--- src/hw/rtl/b85se_pkg.sv ---
// ----------------------------------------------------------------------------
// b85se_pkg
// Shared types, constants and the digit alphabet for the base-85 stream
// encoder.
// ----------------------------------------------------------------------------
package b85se_pkg;

    // Digits per encoded group and width of a digit index
    localparam int NumDigits = 5;
    localparam int DigitIdxW = 3;

    // Default depth of the job queue between front and back
    localparam int QueueDepthDefault = 2;

    // Character emitted for an all-zero complete group
    localparam logic [6:0] DotChar = 7'h2E;

    // Digit alphabet, first character in the top byte
    localparam logic [85*8-1:0] Alphabet =
        "0123456789ABCDEFGHIJKLMNOPQRSTUVWXYZabcdefghijklmnopqrstuvwxyz!#$%&()*+-;<=>?@^_`{|}~";

    // One group ready for conversion
    typedef struct packed {
        logic [31:0]          word;    // left-aligned, zero-padded group
        logic [DigitIdxW-1:0] count;   // characters to emit (1..5)
        logic                 dot;     // emit the zero-group shortcut
        logic                 eom;     // group closes the message
    } t_job;

    // Map a digit value (0..84) to its ASCII code
    function automatic logic [6:0] b85_char(input logic [6:0] digit);
        logic [7:0] c;
        c = 8'd0;
        if (digit < 7'd85) begin
            c = Alphabet[8*(84 - int'(digit)) +: 8];
        end
        return c[6:0];
    endfunction

endpackage

--- src/hw/rtl/b85se_if.sv ---
// ----------------------------------------------------------------------------
// b85se_if
// Valid/ready channels of the encoder: byte input and character output.
// ----------------------------------------------------------------------------
interface b85se_byte_if;
    logic       valid;
    logic       ready;
    logic [7:0] data_byte;
    logic       end_of_message;

    modport source(output valid, output data_byte, output end_of_message, input ready);
    modport sink(input valid, input data_byte, input end_of_message, output ready);
endinterface

interface b85se_char_if;
    logic       valid;
    logic       ready;
    logic [6:0] out_char;
    logic       run_last;
    logic       message_done;

    modport source(output valid, output out_char, output run_last, output message_done,
                   input ready);
    modport sink(input valid, input out_char, input run_last, input message_done,
                 output ready);
endinterface

--- src/hw/rtl/b85se_front.sv ---
// ----------------------------------------------------------------------------
// b85se_front
// Accepts message bytes, gathers them big-endian into groups and pushes a
// conversion job whenever a group completes or the message ends.
// ----------------------------------------------------------------------------
module b85se_front (
    input  logic              i_clk,
    input  logic              i_rst_n,
    b85se_byte_if.sink        i_byte,
    input  logic              i_q_full,
    output logic              o_q_push,
    output b85se_pkg::t_job   o_q_job
);
    import b85se_pkg::*;

    logic [23:0] r_held;
    logic [23:0] n_held;
    logic [1:0]  r_cnt;
    logic [1:0]  n_cnt;
    logic        accept;
    logic        close;
    logic [31:0] raw_word;
    logic [4:0]  pad_sh;

    // Take a byte whenever the queue has room
    assign i_byte.ready = !i_q_full;
    assign accept       = i_byte.valid && !i_q_full;

    // A group closes on its fourth byte or at the end of the message
    assign close    = (r_cnt == 2'd3) || i_byte.end_of_message;
    assign raw_word = {r_held, i_byte.data_byte};
    assign pad_sh   = {3'(2'd3 - r_cnt), 2'b00} << 1;

    // Build the job for a closing group
    always_comb begin
        o_q_push      = accept && close;
        o_q_job.word  = raw_word << pad_sh;
        o_q_job.eom   = i_byte.end_of_message;
        if (r_cnt == 2'd3) begin
            o_q_job.dot   = (raw_word == 32'd0);
            o_q_job.count = (raw_word == 32'd0) ? DigitIdxW'(1) : DigitIdxW'(NumDigits);
        end else begin
            o_q_job.dot   = 1'b0;
            o_q_job.count = DigitIdxW'(r_cnt) + DigitIdxW'(2);
        end
    end

    // Hold open bytes, drop them when the group closes
    always_comb begin
        n_held = r_held;
        n_cnt  = r_cnt;
        if (accept) begin
            if (close) begin
                n_held = 24'd0;
                n_cnt  = 2'd0;
            end else begin
                n_held = {r_held[15:0], i_byte.data_byte};
                n_cnt  = r_cnt + 2'd1;
            end
        end
    end

    always_ff @(posedge i_clk) begin
        if (!i_rst_n) begin
            r_held <= 24'd0;
            r_cnt  <= 2'd0;
        end else begin
            r_held <= n_held;
            r_cnt  <= n_cnt;
        end
    end

endmodule

--- src/hw/rtl/b85se_queue.sv ---
// ----------------------------------------------------------------------------
// b85se_queue
// Small first-in first-out queue of conversion jobs between front and back.
// ----------------------------------------------------------------------------
module b85se_queue #(
    parameter int Depth = b85se_pkg::QueueDepthDefault
) (
    input  logic              i_clk,
    input  logic              i_rst_n,
    input  logic              i_push,
    input  b85se_pkg::t_job   i_job,
    output logic              o_full,
    input  logic              i_pop,
    output logic              o_valid,
    output b85se_pkg::t_job   o_job
);
    import b85se_pkg::*;

    localparam int AddrW = (Depth > 1) ? $clog2(Depth) : 1;
    localparam int CntW  = $clog2(Depth + 1);

    t_job             r_mem [Depth];
    logic [AddrW-1:0] r_wr_ptr;
    logic [AddrW-1:0] r_rd_ptr;
    logic [CntW-1:0]  r_count;
    logic             do_push;
    logic             do_pop;

    assign o_full  = (r_count == CntW'(Depth));
    assign o_valid = (r_count != '0);
    assign o_job   = r_mem[r_rd_ptr];
    assign do_push = i_push && !o_full;
    assign do_pop  = i_pop && o_valid;

    // Store pushed jobs
    always_ff @(posedge i_clk) begin
        if (do_push) begin
            r_mem[r_wr_ptr] <= i_job;
        end
    end

    // Advance pointers and occupancy
    always_ff @(posedge i_clk) begin
        if (!i_rst_n) begin
            r_wr_ptr <= '0;
            r_rd_ptr <= '0;
            r_count  <= '0;
        end else begin
            if (do_push) begin
                r_wr_ptr <= (r_wr_ptr == AddrW'(Depth - 1)) ? '0 : r_wr_ptr + AddrW'(1);
            end
            if (do_pop) begin
                r_rd_ptr <= (r_rd_ptr == AddrW'(Depth - 1)) ? '0 : r_rd_ptr + AddrW'(1);
            end
            if (do_push && !do_pop) begin
                r_count <= r_count + CntW'(1);
            end else if (do_pop && !do_push) begin
                r_count <= r_count - CntW'(1);
            end
        end
    end

    // A push never arrives while the queue is full
    a_no_overflow: assert property (@(posedge i_clk) disable iff (!i_rst_n)
        i_push |-> !o_full)
        else $error("job pushed into a full queue");

    // Occupancy never exceeds the depth
    a_count_range: assert property (@(posedge i_clk) disable iff (!i_rst_n)
        r_count <= CntW'(Depth))
        else $error("queue occupancy out of range");

endmodule

--- src/hw/rtl/b85se_back.sv ---
// ----------------------------------------------------------------------------
// b85se_back
// Converts each job to base-85 digits with a shared divide-by-85 step, then
// serializes the characters most significant first onto the output channel.
// ----------------------------------------------------------------------------
module b85se_back (
    input  logic              i_clk,
    input  logic              i_rst_n,
    input  logic              i_q_valid,
    input  b85se_pkg::t_job   i_q_job,
    output logic              o_q_pop,
    b85se_char_if.source      o_char
);
    import b85se_pkg::*;

    localparam logic [1:0] StIdle = 2'd0;
    localparam logic [1:0] StRun  = 2'd1;
    localparam logic [1:0] StDone = 2'd2;

    // Reciprocal of 85 for exact 32-bit quotients
    localparam logic [31:0] DivMagic = 32'hC0C0C0C1;
    localparam int          DivShift = 38;

    // Converter registers
    logic [1:0]           r_state;
    logic [DigitIdxW-1:0] r_step;
    logic [31:0]          r_val;
    logic [31:0]          r_prev;
    logic [6:0]           r_dig [NumDigits];
    logic [DigitIdxW-1:0] r_cnt;
    logic                 r_dot;
    logic                 r_eom;

    // Serializer registers
    logic                 r_ser_valid;
    logic [6:0]           r_chr [NumDigits];
    logic [DigitIdxW-1:0] r_ser_idx;
    logic [DigitIdxW-1:0] r_ser_cnt;
    logic                 r_ser_eom;

    logic [63:0]          prod;
    logic [31:0]          quot;
    logic [6:0]           rem;
    logic [DigitIdxW-1:0] dig_idx;
    logic                 ser_last;
    logic                 ser_take;
    logic                 ser_load;

    // Divide by 85 through the reciprocal
    assign prod = 64'(r_val) * 64'(DivMagic);
    assign quot = 32'(prod >> DivShift);

    // Remainder of the previous value, r_val being its quotient
    assign rem     = r_prev[6:0] - 7'(r_val[6:0] * 7'd85);
    assign dig_idx = DigitIdxW'(6) - r_step;

    // Serializer handshake
    assign ser_last = (r_ser_idx == r_ser_cnt - DigitIdxW'(1));
    assign ser_take = r_ser_valid && o_char.ready;
    assign ser_load = (r_state == StDone) && (!r_ser_valid || (ser_take && ser_last));

    assign o_q_pop = (r_state == StIdle) && i_q_valid;

    // Converter: load, five divide/remainder steps, then hand off
    always_ff @(posedge i_clk) begin
        if (!i_rst_n) begin
            r_state <= StIdle;
            r_step  <= '0;
        end else begin
            case (r_state)
                StIdle: begin
                    if (i_q_valid) begin
                        r_state <= StRun;
                        r_step  <= DigitIdxW'(1);
                    end
                end
                StRun: begin
                    if (r_step == DigitIdxW'(NumDigits)) begin
                        r_state <= StDone;
                    end
                    r_step <= r_step + DigitIdxW'(1);
                end
                StDone: begin
                    if (ser_load) begin
                        r_state <= StIdle;
                    end
                end
                default: begin
                    r_state <= StIdle;
                end
            endcase
        end
    end

    // Converter datapath
    always_ff @(posedge i_clk) begin
        if (o_q_pop) begin
            r_val <= i_q_job.word;
            r_cnt <= i_q_job.count;
            r_dot <= i_q_job.dot;
            r_eom <= i_q_job.eom;
        end else if (r_state == StRun) begin
            r_prev <= r_val;
            r_val  <= quot;
            if (r_step != DigitIdxW'(1)) begin
                r_dig[dig_idx] <= rem;
            end
            if (r_step == DigitIdxW'(NumDigits)) begin
                r_dig[0] <= r_val[6:0];
            end
        end
    end

    // Serializer control
    always_ff @(posedge i_clk) begin
        if (!i_rst_n) begin
            r_ser_valid <= 1'b0;
            r_ser_idx   <= '0;
        end else begin
            if (ser_load) begin
                r_ser_valid <= 1'b1;
                r_ser_idx   <= '0;
            end else if (ser_take) begin
                if (ser_last) begin
                    r_ser_valid <= 1'b0;
                end else begin
                    r_ser_idx <= r_ser_idx + DigitIdxW'(1);
                end
            end
        end
    end

    // Serializer payload: map digits to characters on hand-off
    always_ff @(posedge i_clk) begin
        if (ser_load) begin
            for (int i = 0; i < NumDigits; i++) begin
                r_chr[i] <= (i == 0 && r_dot) ? DotChar : b85_char(r_dig[i]);
            end
            r_ser_cnt <= r_cnt;
            r_ser_eom <= r_eom;
        end
    end

    assign o_char.valid        = r_ser_valid;
    assign o_char.out_char     = r_chr[r_ser_idx];
    assign o_char.run_last     = ser_last;
    assign o_char.message_done = ser_last && r_ser_eom;

    // Every finished digit is a valid base-85 value
    a_digit_range: assert property (@(posedge i_clk) disable iff (!i_rst_n)
        (r_state == StDone) |-> (r_dig[0] < 7'd85 && r_dig[1] < 7'd85 &&
            r_dig[2] < 7'd85 && r_dig[3] < 7'd85 && r_dig[4] < 7'd85))
        else $error("converted digit out of range");

    // The character index stays inside the group being sent
    a_idx_range: assert property (@(posedge i_clk) disable iff (!i_rst_n)
        r_ser_valid |-> (r_ser_idx < r_ser_cnt))
        else $error("serializer index past character count");

    // A load leaves the converter free on the next cycle
    a_load_frees: assert property (@(posedge i_clk) disable iff (!i_rst_n)
        ser_load |=> (r_state == StIdle) && r_ser_valid)
        else $error("hand-off did not release the converter");

endmodule

--- src/hw/rtl/base85_stream_encoder.sv ---
// The byte that closes a group pushes a job; the converter loads it, runs
// five divide-by-85 steps, hands off, and only then takes the next group.
// One character per cycle on the output while the output is ready.
// Bytes that only extend a group are taken every cycle while the queue has room.
// Reset: synchronous, active low; clears the held group, queue and output.
// ----------------------------------------------------------------------------
// base85_stream_encoder
// Byte stream to base-85 characters: front gathers groups, a job queue
// decouples it from the back, which converts and serializes.
// ----------------------------------------------------------------------------
module base85_stream_encoder #(
    parameter int QueueDepth = b85se_pkg::QueueDepthDefault
) (
    input  logic          i_clk,
    input  logic          i_rst_n,
    b85se_byte_if.sink    i_byte,
    b85se_char_if.source  o_char
);
    import b85se_pkg::*;

    logic q_push;
    logic q_full;
    logic q_pop;
    logic q_valid;
    t_job q_in_job;
    t_job q_out_job;

    b85se_front u_front (
        .i_clk    (i_clk),
        .i_rst_n  (i_rst_n),
        .i_byte   (i_byte),
        .i_q_full (q_full),
        .o_q_push (q_push),
        .o_q_job  (q_in_job)
    );

    b85se_queue #(
        .Depth (QueueDepth)
    ) u_queue (
        .i_clk   (i_clk),
        .i_rst_n (i_rst_n),
        .i_push  (q_push),
        .i_job   (q_in_job),
        .o_full  (q_full),
        .i_pop   (q_pop),
        .o_valid (q_valid),
        .o_job   (q_out_job)
    );

    b85se_back u_back (
        .i_clk     (i_clk),
        .i_rst_n   (i_rst_n),
        .i_q_valid (q_valid),
        .i_q_job   (q_out_job),
        .o_q_pop   (q_pop),
        .o_char    (o_char)
    );

endmodule
--- src/flat_wrapper.sv ---
// flat-port wrapper written by rule: the top's interface ports become plain ports
module base85_stream_encoder_flat import b85se_pkg::*;
#(
    parameter int QueueDepth = b85se_pkg::QueueDepthDefault
)
  (i_clk, i_rst_n, i_byte_valid, i_byte_data_byte, i_byte_end_of_message, i_byte_ready, o_char_valid, o_char_out_char, o_char_run_last, o_char_message_done, o_char_ready);
  b85se_byte_if i_byte_i ();
  b85se_char_if o_char_i ();
  input  logic i_clk;
  input  logic i_rst_n;
  input wire logic [$bits(i_byte_i.valid)-1:0] i_byte_valid;
  input wire logic [$bits(i_byte_i.data_byte)-1:0] i_byte_data_byte;
  input wire logic [$bits(i_byte_i.end_of_message)-1:0] i_byte_end_of_message;
  output wire logic [$bits(i_byte_i.ready)-1:0] i_byte_ready;
  output wire logic [$bits(o_char_i.valid)-1:0] o_char_valid;
  output wire logic [$bits(o_char_i.out_char)-1:0] o_char_out_char;
  output wire logic [$bits(o_char_i.run_last)-1:0] o_char_run_last;
  output wire logic [$bits(o_char_i.message_done)-1:0] o_char_message_done;
  input wire logic [$bits(o_char_i.ready)-1:0] o_char_ready;
  assign i_byte_i.valid = i_byte_valid;
  assign i_byte_i.data_byte = i_byte_data_byte;
  assign i_byte_i.end_of_message = i_byte_end_of_message;
  assign i_byte_ready = i_byte_i.ready;
  assign o_char_valid = o_char_i.valid;
  assign o_char_out_char = o_char_i.out_char;
  assign o_char_run_last = o_char_i.run_last;
  assign o_char_message_done = o_char_i.message_done;
  assign o_char_i.ready = o_char_ready;
  base85_stream_encoder #(.QueueDepth(QueueDepth)) u_core (.i_clk(i_clk), .i_rst_n(i_rst_n), .i_byte(i_byte_i), .o_char(o_char_i));
endmodule
--- config.mk ---
export PLATFORM = sky130hd
export DESIGN_NAME = base85_stream_encoder_flat
export DESIGN_NICKNAME = d
export VERILOG_FILES = /design/src/hw/rtl/b85se_pkg.sv /design/src/hw/rtl/b85se_if.sv /design/src/hw/rtl/b85se_front.sv /design/src/hw/rtl/b85se_queue.sv /design/src/hw/rtl/b85se_back.sv /design/src/hw/rtl/base85_stream_encoder.sv /design/src/flat_wrapper.sv
export SDC_FILE = /design/constraint.sdc
export NUM_CORES = 1
export LEC_CHECK = 0
export BUFFER_PORTS_ARGS = -buffer_cell sky130_fd_sc_hd__buf_2
export CAP_MARGIN = 0
export CORE_MARGIN = 1.5
export CORE_UTILIZATION = 49
export CTS_CLUSTER_SIZE = 12
export DETAILED_ROUTE_END_ITERATION = 8
export SYNTH_ARGS = -nofsm -noshare
export SYNTH_HDL_FRONTEND = slang
export SYNTH_SLANG_ARGS = --single-unit
--- constraint.sdc ---
create_clock -name i_clk -period 8 [get_ports i_clk]
set_input_delay 0 -clock i_clk [delete_from_list [all_inputs] [get_ports i_clk]]
set_output_delay 0 -clock i_clk [all_outputs]
set_load 0.05 [all_outputs]
==> metrics, run 1 <==
run status finished clean; die span in y around 220 µm; initial antenna violation count 1; CP top delay family adder cells; r2r startpoint u_core.u_back.r_val[6]; Die ar. 0.05013 mm²; DRT Pass-1 Iters 8; CP Data Arrival Time ~7.6 ns; Yosys top cell area share between 20 and 25%; 1st-iter DRT viols about 1600; first-pass GRT wire length around 100000 µm; Hold Vio Cnt, Final 0; FF-to-FF End u_core.u_back.r_val[14]; pre-CTS WS roughly 0.83 ns; crit path max fanout 6; Slew HR about a quarter; period utilisation layout about nine tenths; pin count of the biggest net entering global routing 41; Max Slew Vio Count 0; PnR worst setup slack 0.7242 ns; Critical Path Sink Type register; DRC 0; worst reg2reg path depth 21; CP max stage delay between 0.5 and 0.6 ns; layout net count 2991; # fillers 4322; Async SR Flop Fraction 0%; dpl hpwl just over 50000 µm; hold worst-path end u_core.u_queue.r_mem[1][0]; Max-cap violations 0; Synth cell types slightly below 90; root buf cell clkbuf_16; Top FF cell, synth edfxtp_1; largest cells by area after synthesis edfxtp_1 24%, ha_1 18%, fa_1 14%; Slowest-stage cell, CP edfxtp_1; die width approximately 220 µm; port buffer count 23; Worst-path clk slew 0.06 ns; area grow syn2layout 6.996%; RSZ-0062 raised after global routing no; gpl congestion about 0.94; Max Clk Rate between 100 and 150 MHz; worst endpoint required time just over 8 ns; largest area contributor in the netlist edfxtp_1; CTS tree done; number of global-route vias before repair approximately 18000; GRT Total Usage between 20% and 30%; number of placement rows 80; post-synthesis sequential area ratio between 20% and 30%; register bit total from synthesis 235; clock tree buffer depth 3; syn_area_per_cell between 9 and 10 µm²; Yosys warnings 0; R2R Setup Slk a little over 0.7 ns; Routed WL around 64000 µm; Hold Startpoint i_byte_end_of_message; clk_skew 0.03915 ns; minimum clock period 7.276 ns; share of cells above drive strength 1 about 6%; # Post-CTS Setup Buffers 0; worst hold margin 0.2397 ns; Tightest Pin Transition roughly 1.1 ns; Mapped Cells ~2500; critical path class reg2reg; Resized cells post-CTS 0; Post-synth EDFFs between 150 and 200; Hold Path Cell Cnt 2; CP most frequent cell fa_1; crit-path cells ha_1 > ha_1 > inv_1 > fa_1 > inv_1 > fa_1 > inv_1 > fa_1 > fa_1 > fa_1 > inv_1 > ha_1 > ha_1 > and2_1 > nand4_1 > or4_4 > o211a_4 > o21ai_4 > a21o_2 > xnor2_1 > a21oi_1; Buf/Inv on CP 4; Final setup violation count 0; total gr overflow 0; synthesized area ~0.024 mm²; Starting Density around 50%; Clock Sinks around 240; I/O pin cnt 24; H-Tree Depth 1; DR WL/cell around 21 µm; Core Util, Final between 50% and 60%; routed vias approximately 18000; CP startpoint kind register; post-route ant nets 0; vias per std cell 5.842; setup TNS 0 ns; Clock Latency Late Sink approximately 0.57 ns; CTS Buf Count 26; core footprint between 0.04 and 0.05 mm²; Hold WC Path Type in2reg; Syn Nets roughly 3000
[per-layer routing]
layer,global-route usage [%],share of wire [%],vias up
li1,-,-,8695
met1,35.93,45,8848
met2,42.55,48,523
met3,3.227,4.7,79
met4,6.125,2.5,0
met5,0,0,-
[stage by stage]
step                area (µm²)  instances
floorplan                23910       2491
global placement         24570       3045
detailed placement       24570       3045
CTS                      25580       3105
global route             25580       3105
finish                   25580       3106
[synth_stat cells (16+ instances only)]
cell      count
inv_1       362
ha_1        338
nand2_1     200
a21oi_1     198
edfxtp_1    192
fa_1        170
nor2_1      125
clkbuf_1     98
o21ai_0      97
xnor2_1      62
nand3_1      52
mux2i_1      49
dfxtp_1      43
mux2_2       35
xor2_1       34
nor3_1       32
a31oi_1      30
nand4_1      25
nor2b_1      24
o21ai_1      24
a21o_1       22
a211oi_1     18
o211ai_1     16
[timing repair]
action                                  in CTS  in global routing
endpoints found under the setup margin       0                  0
hold buffers                                12                  0
endpoints found under the hold margin       63                  0
[cell type report]
class	count	area, µm²	area share [%]
Multi-Input combinational cell	1786	15530	60.71
Inverter	365	1370	5.355
Clock inverter	6	83.83	0.3277
Timing Repair Buffer	56	392.9	1.536
Sequential cell	235	6628	25.91
Tap cell	615	769.5	3.008
Antenna cell	1	2.502	0.009781
Clock buffer	42	805.8	3.150
[registers in the layout, indices dropped and copies added (netlist names), 3 cells and up, named ones only]
signal	flops
u_core.u_back.r_chr	35
u_core.u_back.r_cnt	3
u_core.u_back.r_dig	35
u_core.u_back.r_prev	7
u_core.u_back.r_ser_cnt	3
u_core.u_back.r_ser_idx	3
u_core.u_back.r_step	3
u_core.u_back.r_val	32
u_core.u_front.r_held	24
u_core.u_queue.r_mem	74
[cell usage in the layout, fill, tap and decap left out, types with 16 or more instances in the layout]
cell,n
buf_4,21
clkbuf_16,29
edfxtp_1,192
ha_1,338
inv_1,362
dfxtp_1,42
nor2b_1,23
fa_1,170
mux2_2,35
nand4_1,25
nor3_1,32
o21ai_0,97
a21oi_1,198
xor2_1,34
a31oi_1,30
mux2i_1,49
nor2_1,124
o21ai_1,24
nand3_1,52
nand2_1,200
a211oi_1,18
a21o_1,22
xnor2_1,62
buf_2,23
o211ai_1,16
[cell families (layout without fill, tap and decap cells)]
logic type	Yosys count	in the layout	synth area share [%]
AO/OA/AOI/OAI	552	552	14.57
XOR/XNOR	97	97	3.585
adder cells (fa/ha/maj)	508	508	31.92
buffers and inverters	470	469	7.394
flip-flops	235	235	27.71
multiplexers	91	91	4.359
other	0	1	0
AND/OR/NAND/NOR	538	538	10.46
[worst max-delay path by stage]
| stage | slack (ns) | depth (start not counted) | startpoint | endpoint |
|---|---|---|---|---|
| global route | 0.52 | 21 | u_core.u_back.r_val[6] | u_core.u_back.r_val[25] |
| detailed placement | 0.83 | 21 | u_core.u_back.r_val[6] | u_core.u_back.r_val[14] |
| floorplan | 1.69 | 21 | u_core.u_back.r_val[6] | u_core.u_back.r_val[22] |
| finish | 0.72 | 21 | u_core.u_back.r_val[6] | u_core.u_back.r_val[14] |
| global placement | 0.80 | 21 | u_core.u_back.r_val[6] | u_core.u_back.r_val[14] |
| CTS | 0.81 | 21 | u_core.u_back.r_val[6] | u_core.u_back.r_val[14] |
Power of run 1 is left out: the tool's default activity adds up to more than one toggle a clock period on the data nets, which glitch-free logic cannot reach.
==> run 2, diff against run 1 <==
==> constraint.sdc (replaced) <==
create_clock -name i_clk -period 8 [get_ports i_clk]
set_input_delay 0.4 -clock i_clk [delete_from_list [all_inputs] [get_ports i_clk]]
set_output_delay 0.4 -clock i_clk [all_outputs]
set_load 0.05 [all_outputs]
==> run 2 against run 1 <==
Critical endpoint unchanged; via count is 0.18% higher; design area decreased by 0.47%; wire length shrank 0.41%; non-clock buffer count decreased by 12; final cell count decreased by 0.39%; largest cell class unchanged; fmax barely moved.
==> metrics, run 2 (synthesized netlist as in run 1, its figures left out) <==
share of cells above drive strength 1 6.013% (+0.029 points); # Post-CTS Setup Buffers 0 (unchanged); Slowest-stage cell, CP edfxtp_1; Hold Vio Cnt, Final 0 (unchanged); Worst-path clk slew 0.06 ns (about the same); minimum clock period 7.278 ns (+0.001716 ns); RSZ-0062 raised after global routing no; port buffer count 23 (unchanged); dpl hpwl 51170 µm (unchanged); Max Clk Rate 137.4 MHz (about the same); initial antenna violation count 1 (unchanged); GRT Total Usage 25.63% (-0.092 points); clk_skew 0.03874 ns (-0.0004135 ns); Core Util, Final 53.11% (-0.25 points); setup TNS 0 ns (unchanged); Largest Register u_core.u_queue.r_mem; Largest regs u_core.u_queue.r_mem: 74 flops, u_core.u_back.r_chr: 35 flops, u_core.u_back.r_dig: 35 flops; I/O pin cnt 24 (unchanged); number of placement rows 80 (unchanged); first-pass GRT wire length 100700 µm (-0.36%); CTS Buf Count 26 (unchanged); Starting Density 49.87% (unchanged); # fillers 4335 (+0.30%); Placed Instances 3045 (unchanged); crit-path cells ha_1 > ha_1 > inv_1 > fa_1 > inv_1 > fa_1 > inv_1 > fa_1 > fa_1 > fa_1 > inv_1 > ha_1 > ha_1 > and2_1 > nand4_1 > or4_4 > o211a_4 > o21ai_4 > a21o_2 > xnor2_1 > a21oi_1; area grow syn2layout 6.494%; Routed WL 63480 µm (-0.41%); CP max stage delay 0.58 ns (about the same); DRC 0 (unchanged); CP most frequent cell fa_1; routed vias 18180 (+0.18%); Max Slew Vio Count 0 (unchanged); root buf cell clkbuf_16; worst endpoint required time 8.31 ns (about the same); critical path class reg2reg; Critical Path Sink Type register; Clock Latency Late Sink 0.57 ns (about the same); die span in y 223.9 µm (unchanged); DR WL/cell 20.52 µm (about the same); worst reg2reg path depth 21 (unchanged); max reg flops 74 (unchanged); run status finished clean; gpl congestion 0.9379 (unchanged); H-Tree Depth 1 (unchanged); post-route ant nets 0 (unchanged); Resized cells post-CTS 0 (unchanged); die width 223.9 µm (unchanged); Post-CTS Hold Buffers 0 (-12); Hold WC Path Type in2reg; Tightest Pin Transition 1.158 ns (+0.02753 ns); pin count of the biggest net entering global routing 41 (unchanged); clock tree buffer depth 3 (unchanged); crit path max fanout 6 (unchanged); CP Data Arrival Time 7.59 ns (about the same); core footprint 0.04795 mm² (unchanged); DRT Pass-1 Iters 6 (-2); 1st-iter DRT viols 1601 (-1.6%); fin cells 3094 (-0.39%); CP startpoint kind register; Final setup violation count 0 (unchanged); Slew HR 22.25% (-2.2 points); layout net count 2979 (-0.40%); Hold Path Cell Cnt 1 (-1); Max-cap violations 0 (unchanged); most frequent cells in the layout 362 x inv_1, 338 x ha_1, 200 x nand2_1; vias per std cell 5.875 (+0.57%); Clock Sinks 235 (unchanged); number of global-route vias before repair 18080 (-0.56%); CTS tree done; period utilisation layout 90.97% (about the same); total gr overflow 0 (unchanged); Die ar. 0.05013 mm² (unchanged); most common cell after layout, fill and taps aside inv_1
-- run 2: changes by cell type in the layout (fill, tap and decap cells not counted), sizes merged --
cell / previous run / this run
dlygate4sd3: 12 / 0
-- run 2: through the flow --
stage / area [µm²] / hold slack, ns / setup WS, ns
floorplan: 23910 / 0.4003 / 1.693
global placement: 24570 / 0.4040 / 0.7999
detailed placement: 24570 / 0.4143 / 0.8310
CTS: 25460 / 0.03032 / 0.8118
global route: 25460 / 0.04664 / 0.5219
finish: 25460 / 0.05797 / 0.7225
-- run 2: layout make-up --
cell class	count	area (µm²)	area share (%)
multi-input cells	1786	15530	60.99
flip-flops and latches	235	6628	26.03
inverters	365	1370	5.381
clock buffers	42	805.8	3.164
well taps	615	769.5	3.022
repair buffers	44	272.8	1.071
clock inverters	6	83.83	0.3292
diodes	1	2.502	0.009828
-- run 2: final timing paths --
| kind | start | end | slack [ns] |
|---|---|---|---|
| worst min register to register | u_core.u_back.r_cnt[0] | u_core.u_back.r_ser_cnt[0] | 0.42 |
| worst max register to register | u_core.u_back.r_val[6] | u_core.u_back.r_val[14] | 0.72 |
| worst max-delay path | u_core.u_back.r_val[6] | u_core.u_back.r_val[14] | 0.72 |
| worst min-delay path | i_byte_end_of_message | u_core.u_queue.r_mem[0][0] | 0.06 |
-- run 2: critical path, delay by kind of cell (launching register included) --
family / cells / cell delay (ns)
adder cells (fa/ha/maj): 9 / 4.02
flip-flops: 1 / 0.58
AND/OR/NAND/NOR: 3 / 0.97
buffers and inverters: 4 / 0.22
AO/OA/AOI/OAI: 4 / 1.17
XOR/XNOR: 1 / 0.07
-- run 2: metal layers --
metal / track usage, % / up-vias / part of all wire, %
met5: 0 / - / 0
li1: - / 8671 / -
met4: 6.125 / 0 / 2.6
met2: 42.31 / 555 / 47
met3: 3.227 / 77 / 5.0
met1: 35.86 / 8875 / 45
Power of run 2 is left out for the same reason.
